===== src/sv/grid_ray_dda_caster_assert.svh =====
// Assertion macros for the grid ray caster
`ifndef GRID_RAY_DDA_CASTER_ASSERT_SVH
`define GRID_RAY_DDA_CASTER_ASSERT_SVH
// implication checked at every clock edge outside reset
`define GRC_ASSERT_IMP(label, ante, cons) \
    label: assert property (@(posedge clk) disable iff (!rst_n) (ante) |-> (cons)) \
        else $error("assertion failed");
// next-cycle implication
`define GRC_ASSERT_NEXT(label, ante, cons) \
    label: assert property (@(posedge clk) disable iff (!rst_n) (ante) |=> (cons)) \
        else $error("assertion failed");
`endif


===== src/sv/grc_recip.sv =====
// Restoring divider: floor(2^30 / mag), one quotient bit per cycle
`default_nettype none
module grc_recip (
    input  wire logic        clk,
    input  wire logic        rst_n,
    input  wire logic        start,
    input  wire logic [15:0] mag,
    output logic             done,
    output logic [30:0]      quot
);
    logic [4:0]  cnt_reg;
    logic        busy_reg;
    logic [16:0] rem_reg;
    logic [30:0] q_reg;
    logic [15:0] d_reg;
    logic [17:0] trial;
    logic        num_bit;

    assign num_bit = (cnt_reg == 5'd30);
    assign trial = {rem_reg, num_bit} - {2'b0, d_reg};

    always_ff @(posedge clk or negedge rst_n)
    begin
        if (!rst_n)
        begin
            busy_reg <= 1'b0;
            done <= 1'b0;
            cnt_reg <= '0;
        end
        else
        begin
            done <= 1'b0;
            if (start)
            begin
                busy_reg <= 1'b1;
                cnt_reg <= 5'd30;
                rem_reg <= '0;
                d_reg <= mag;
            end
            else if (busy_reg)
            begin
                if (!trial[17])
                begin
                    rem_reg <= trial[16:0];
                    q_reg <= {q_reg[29:0], 1'b1};
                end
                else
                begin
                    rem_reg <= {rem_reg[15:0], num_bit};
                    q_reg <= {q_reg[29:0], 1'b0};
                end
                if (cnt_reg == 5'd0)
                begin
                    busy_reg <= 1'b0;
                    done <= 1'b1;
                end
                else
                begin
                    cnt_reg <= cnt_reg - 5'd1;
                end
            end
        end
    end
    assign quot = q_reg;
endmodule
`default_nettype wire


===== config.mk =====
export PLATFORM = sky130hd
export DESIGN_NAME = grc_recip
export DESIGN_NICKNAME = d
export VERILOG_FILES = /design/src/sv/grid_ray_dda_caster_assert.svh /design/src/sv/grc_recip.sv
export SDC_FILE = /design/constraint.sdc
export NUM_CORES = 1
export LEC_CHECK = 0
export BUFFER_PORTS_ARGS = -buffer_cell sky130_fd_sc_hd__clkbuf_2
export CAP_MARGIN = 15
export CORE_UTILIZATION = 45
export CTS_CLUSTER_SIZE = 8
export DETAILED_ROUTE_END_ITERATION = 12
export GPL_TIMING_DRIVEN = 0
export PLACE_DENSITY_LB_ADDON = 0.2
export SLEW_MARGIN = 20
export SYNTH_ARGS = -nofsm -noshare
export SYNTH_HDL_FRONTEND = slang
export SYNTH_SLANG_ARGS = --single-unit
export TNS_END_PERCENT = 1

===== constraint.sdc =====
create_clock -name clk -period 3.12 [get_ports clk]
set_input_delay 0.156 -clock clk [delete_from_list [all_inputs] [get_ports clk]]
set_output_delay 0.156 -clock clk [all_outputs]
set_load 0.005 [all_outputs]

* After elaboration in Yosys (flattened, before gate mapping)
Index checks and enable logic that the tools add are counted.
Cells by class: add/sub/neg operators 2, multiply operators 0, divide/modulo/power cells 0, order comparisons 0, equality and inequality tests 2, shift operators 0, muxes and demuxes 12, bitwise logic cells 1, reductions and logical operators 5
Operators by type and width (count):
- $mux W17 | 2
- $sub A18 B16 Y18 | 1
- $mux W5 | 3
- $mux W1 | 7
- $eq A5 B5 Y1 const B | 1
- $logic_not A5 Y1 | 1
- $sub A5 B1 Y5 const B | 1
- $reduce_and A2 Y1 | 2
- $reduce_and A3 Y1 | 1
- $ne A2 B2 Y1 const B | 1
- $reduce_bool A2 Y1 | 1
- $not A1 Y1 | 1
Storage, ports and cells: register bits after elaboration 71, latch bits 0, RAM bits 0, memory bits (read-only) 0, bits of input ports 19, output and inout port bits 32, memories kept 0

* Depth between registers and ports, before layout
depth in word-level cells 4, depth in mapped cells 13, depth with buffers taken out 13

* Least setup slack after synthesis
OpenSTA, ideal clock, no wires.
path kind reg-to-reg, start point register cnt_reg[0], end point register rem_reg[12] (data pin), data arrival time 2.519 ns, required time 2.946 ns, path slack 0.427 ns, stages on the path, launching flop included 14, buffers on the path 0, period minus slack after synthesis 2.693 ns, cell sequence dfrtp_1 > inv_1 > ha_1 > nand4_1 > ha_1 > inv_1 > fa_1 > a21oi_1 > nor2b_1 > a221oi_2 > o221a_2 > xnor2_1 > nand2_1 > a311oi_1
On the way: longest elaborated chain between the ends 4
RTL lines:
- from (decl) | line grc_recip.sv:11 | logic [4:0] cnt_reg;
- from (signal assigned) | line grc_recip.sv:59 | cnt_reg <= cnt_reg - 5'd1;
- $eq A5 B5 Y1 | line grc_recip.sv:19 | assign num_bit = (cnt_reg == 5'd30);
- $sub A18 B16 Y18 | line grc_recip.sv:20 | assign trial = {rem_reg, num_bit} - {2'b0, d_reg};
- $mux W17 | line grc_recip.sv:42 | if (!trial[17])
- $mux W17 | line grc_recip.sv:40 | else if (busy_reg)
- to (signal assigned) | line grc_recip.sv:44 | rem_reg <= trial[16:0];
- to (signal assigned) | line grc_recip.sv:49 | rem_reg <= {rem_reg[15:0], num_bit};
- to (decl) | line grc_recip.sv:13 | logic [16:0] rem_reg;
No other way between the ends. A chain may end at the register's enable or synchronous reset.

* Worst setup path after layout
start point register cnt_reg[0], end point register rem_reg[8] (data pin)
The elaborated chain is that of the path after synthesis.

==> key figures <==
Place
  – Number of cells in the design after placement: between 400 and 500
  – DP HPWL: approximately 5300 um
  – Port Buffers: 50
  – Final weighted congestion of routability-driven global placement: just under 0.9
  – Post-Place Setup Slack: -0.009552 ns

Detailed routing
  – Via Count: between 2000 and 3000
  – DR iter-0 viols: around 230
  – DRC viols: 0
  – Ratio of routed vias to standard cells: about 5.4
  – DRT antenna net count: 0
  – Number of iterations in the first detailed-routing pass: 5
  – Total wire length after detailed routing: between 7000 and 8000 um
  – Average wire length per cell after detail routing: between 15 and 20 um

Yosys
  – Gate count after technology mapping: between 300 and 400
  – Post-synth top flop: edfxtp_1
  – Sequential cell area fraction in the yosys report: 0.5712
  – Post-synthesis instance area: approximately 0.0037 mm^2
  – Post-synth EDFFs: 64
  – Synthesized Nets: roughly 350
  – Synth Area per Inst: between 10 and 15 um^2
  – Ys Warns: 0
  – Flip-flop and latch count after synthesis: 71
  – Async set-reset flop share out of synthesis: 0.09859
  – Yosys cell types: 53

CTS
  – Root Driver: clkbuf_8
  – Number of buffers added by the clock tree synthesis step: 9
  – Clock latency on the worst-skew pair: 0.35 ns
  – Clock tree from TritonCTS: done
  – CTS max path bufs: 2
  – # clock sinks: 71
  – CTS clk-pin slew, worst paths: approximately 0.08 ns
  – CTS HTree Levels: 3

Worst setup path
  – Endpoint type of the worst setup path: flip-flop
  – Startpoint types: flip-flop
  – Worst-case register-to-register setup slack: about 0.13 ns
  – Capture instance of the worst register-to-register path: rem_reg[8]$_SDFFCE_PP0P_
  – Register-to-Register Path Depth: 14
  – Category of the most critical setup path: flip-flop to flip-flop
  – Maximum fanout encountered on the critical timing path: 4
  – Worst flop-to-flop path startpoint: cnt_reg[0]$_DFFE_PN0P_
  – Arrival time at the worst endpoint: 3.08 ns
  – Endpoint required time on the critical path: ~3.2 ns

Power and ir drop
  – Share of power burned in registers: 0.445
  – Post-layout power: approximately 2.7 mW
  – Internal: approximately 1.8 mW
  – Comb power frac: 0.322
  – Worst ir drop on vdd: around 0.28 mV
  – Fraction of power consumed by the clock network: 0.234
  – Power spent charging and discharging nets: between 0.9 and 1 mW
  – Fraction of power spent switching nets: 0.3328
  – P per Cell Area: approximately 620 mW/mm^2
  – Leakage power total: ~1.8 nW

Floorplan
  – Core Region: a little under 0.008 mm^2
  – Height of the die: just over 90 um
  – Num rows: 32
  – Width of the die: roughly 90 um
  – Effective utilization at floorplan: 0.4702
  – I/O Pins: just over 50
  – Area enclosed by the die boundary: about 0.0085 mm^2

Run status
  – Outcome: completed

GRT
  – Vias in the first global route: between 2000 and 3000
  – Number of antenna violations at the first check in global routing: 0
  – Global-route wire length before repair: ~12000 um
  – Global-route usage over all layers: 0.1891
  – Pin count of the biggest net entering global routing: 32
  – Overflow left after global routing: 0

STA
  – Final critical-path required period: 2.985 ns
  – Measured slew at the worst slew-check pin: 0.8088 ns
  – Share of the clock period used by the worst path: 0.9568
  – Setup violation total in the final timing report: 0
  – RSZ-0062 raised after global routing: true
  – Worst slew slack as a fraction of its limit: 0.4608
  – WHS: roughly 0.24 ns
  – Pins Over Slew Limit: 0
  – Worst Setup Slack, final: roughly 0.13 ns
  – Max frequency: 335.0 MHz
  – Final Hold Viols: 0
  – Clock Skews: ~0.011 ns

Final layout
  – Synthesis-to-layout area growth: 20.45%
  – Antenna diode count: 0
  – Share of final-layout standard cells stronger than drive strength 1: 0.2217
  – Largest register FFs: 31
  – Nets: 432
  – Number of cells in the finished layout apart from fillers: about 500

Worst hold path
  – Hold path startpoint: start
  – Number of instances on the worst hold path: 3
  – Class of the tightest hold or removal check: input pin to flip-flop
  – Destination of the worst hold path: done$_DFF_PN0_

Flow run
  – Maximum Capacitance Violations: 0
[power groups by stage]
stage	Sequential (mW)	Combinational, mW	Clock, mW
6_report	1.22	0.880	0.640
5_1_grt	1.23	0.971	0.689
3_3_place_gp	1.23	0.812	0
4_1_cts	1.22	0.858	0.660
2_1_floorplan	1.22	0.642	0
3_5_place_dp	1.24	0.829	0
[timing repair]
| item | CTS | global route |
|---|---|---|
| hold endpoints to repair | 23 | 0 |
| setup buffers | 0 | 3 |
| setup endpoints to repair | 3 | 6 |
| pin swaps | 0 | 2 |
| hold buffers | 17 | 0 |
| gates resized for setup | 1 | 2 |
| gates cloned | 0 | 0 |
[through the flow]
step | instance area (um^2) | util | setup TNS, ns
after floorplan | 3671 | - | 0
after global placement | 4049 | 0.5186 | 0
after detailed placement | 4050 | 0.5188 | -0.009552
after CTS | 4394 | 0.5628 | 0
after global routing | 4422 | 0.5663 | -0.01586
final | 4422 | 0.5663 | 0
[cell families (layout without fill, tap and decap cells)]
logic type,Yosys count,count (layout),share of synthesized area
AOI/OAI and AO/OA,75,75,0.1530
muxes,2,2,0.005794
and+or+nand+nor,93,93,0.1207
buffers and inverters,36,121,0.04124
xor gates and xnor gates,15,15,0.03783
adders and majority gates,20,20,0.07021
DFF,71,71,0.5712
[cells in the mapped netlist (all sizes together) (4+ instances only)]
cell     n  area [um^2]
a21oi   17        88.84
a311oi  12        123.9
inv     24        90.08
o211ai   6        50.05
nand2   33        126.4
ha      19        237.7
dfrtp    7        175.2
buf      6        38.79
a21o     4        30.03
nand2b   6        37.54
nor2    25        93.84
nand3    6        30.03
clkbuf   6        22.52
o21ai   14        70.06
xnor2   12        112.6
nor3     6        35.03
edfxtp  64         1922
[routing by layer]
metal / part of all wire / track usage
met4: 0.012 / 0.07031
met3: 0.053 / 0.04023
met5: 0 / 0
met2: 0.47 / 0.2920
met1: 0.47 / 0.2623
[how the worst max path moves through the flow]
stage / start / end / slack (ns) / cells past startpoint
after floorplan: cnt_reg[0]$_DFFE_PN0P_ / rem_reg[12]$_SDFFCE_PP0P_ / 0.43 / 13
after global placement: cnt_reg[0]$_DFFE_PN0P_ / rem_reg[16]$_SDFFCE_PP0P_ / 0.009 / 13
after detailed placement: cnt_reg[0]$_DFFE_PN0P_ / rem_reg[16]$_SDFFCE_PP0P_ / -0.01 / 13
after CTS: cnt_reg[0]$_DFFE_PN0P_ / rem_reg[16]$_SDFFCE_PP0P_ / 0.05 / 13
after global routing: cnt_reg[0]$_DFFE_PN0P_ / rem_reg[8]$_SDFFCE_PP0P_ / -0.008 / 14
final: cnt_reg[0]$_DFFE_PN0P_ / rem_reg[8]$_SDFFCE_PP0P_ / 0.13 / 14
[critical path: stages, from the launching register on]
cell and delay, ns:
dfrtp_1 0.37, inv_1 0.10, ha_1 0.21, nand4_1 0.09
ha_1 0.17, inv_1 0.05, fa_2 0.36, a21oi_1 0.14
nor2b_1 0.10, a221oi_4 0.33, buf_4 0.18, nor3_1 0.04
a311oi_1 0.31, a311oi_2 0.14, o31a_1 0.14
[cell usage in the layout, fill, tap and decap left out, types with 4 or more instances in the layout]
cell and n:
clkbuf_1 7, o211ai_1 5, nand2_1 32, nor3_1 5, edfxtp_1 64, xnor2_1 11
clkbuf_2 50, nand3_1 6, nand2b_1 6, a21o_1 4, dlygate4sd3_1 17, ha_1 19
a21oi_1 16, inv_1 23, clkbuf_8 9, nor2_1 25, buf_4 4, o21ai_0 11
dfrtp_1 7, a311oi_1 9
[final cells by class]
class,count,area (um^2)
buffer,12,63.81
inverter,24,90.09
tap,102,127.6
clock inverter,5,35.03
multi-input combinational,205,1438
fill,692,3386
clock buffer,10,127.6
sequential,71,2097
timing repair buffer,70,442.9
Note: power is estimated with default switching activity, not from simulation.
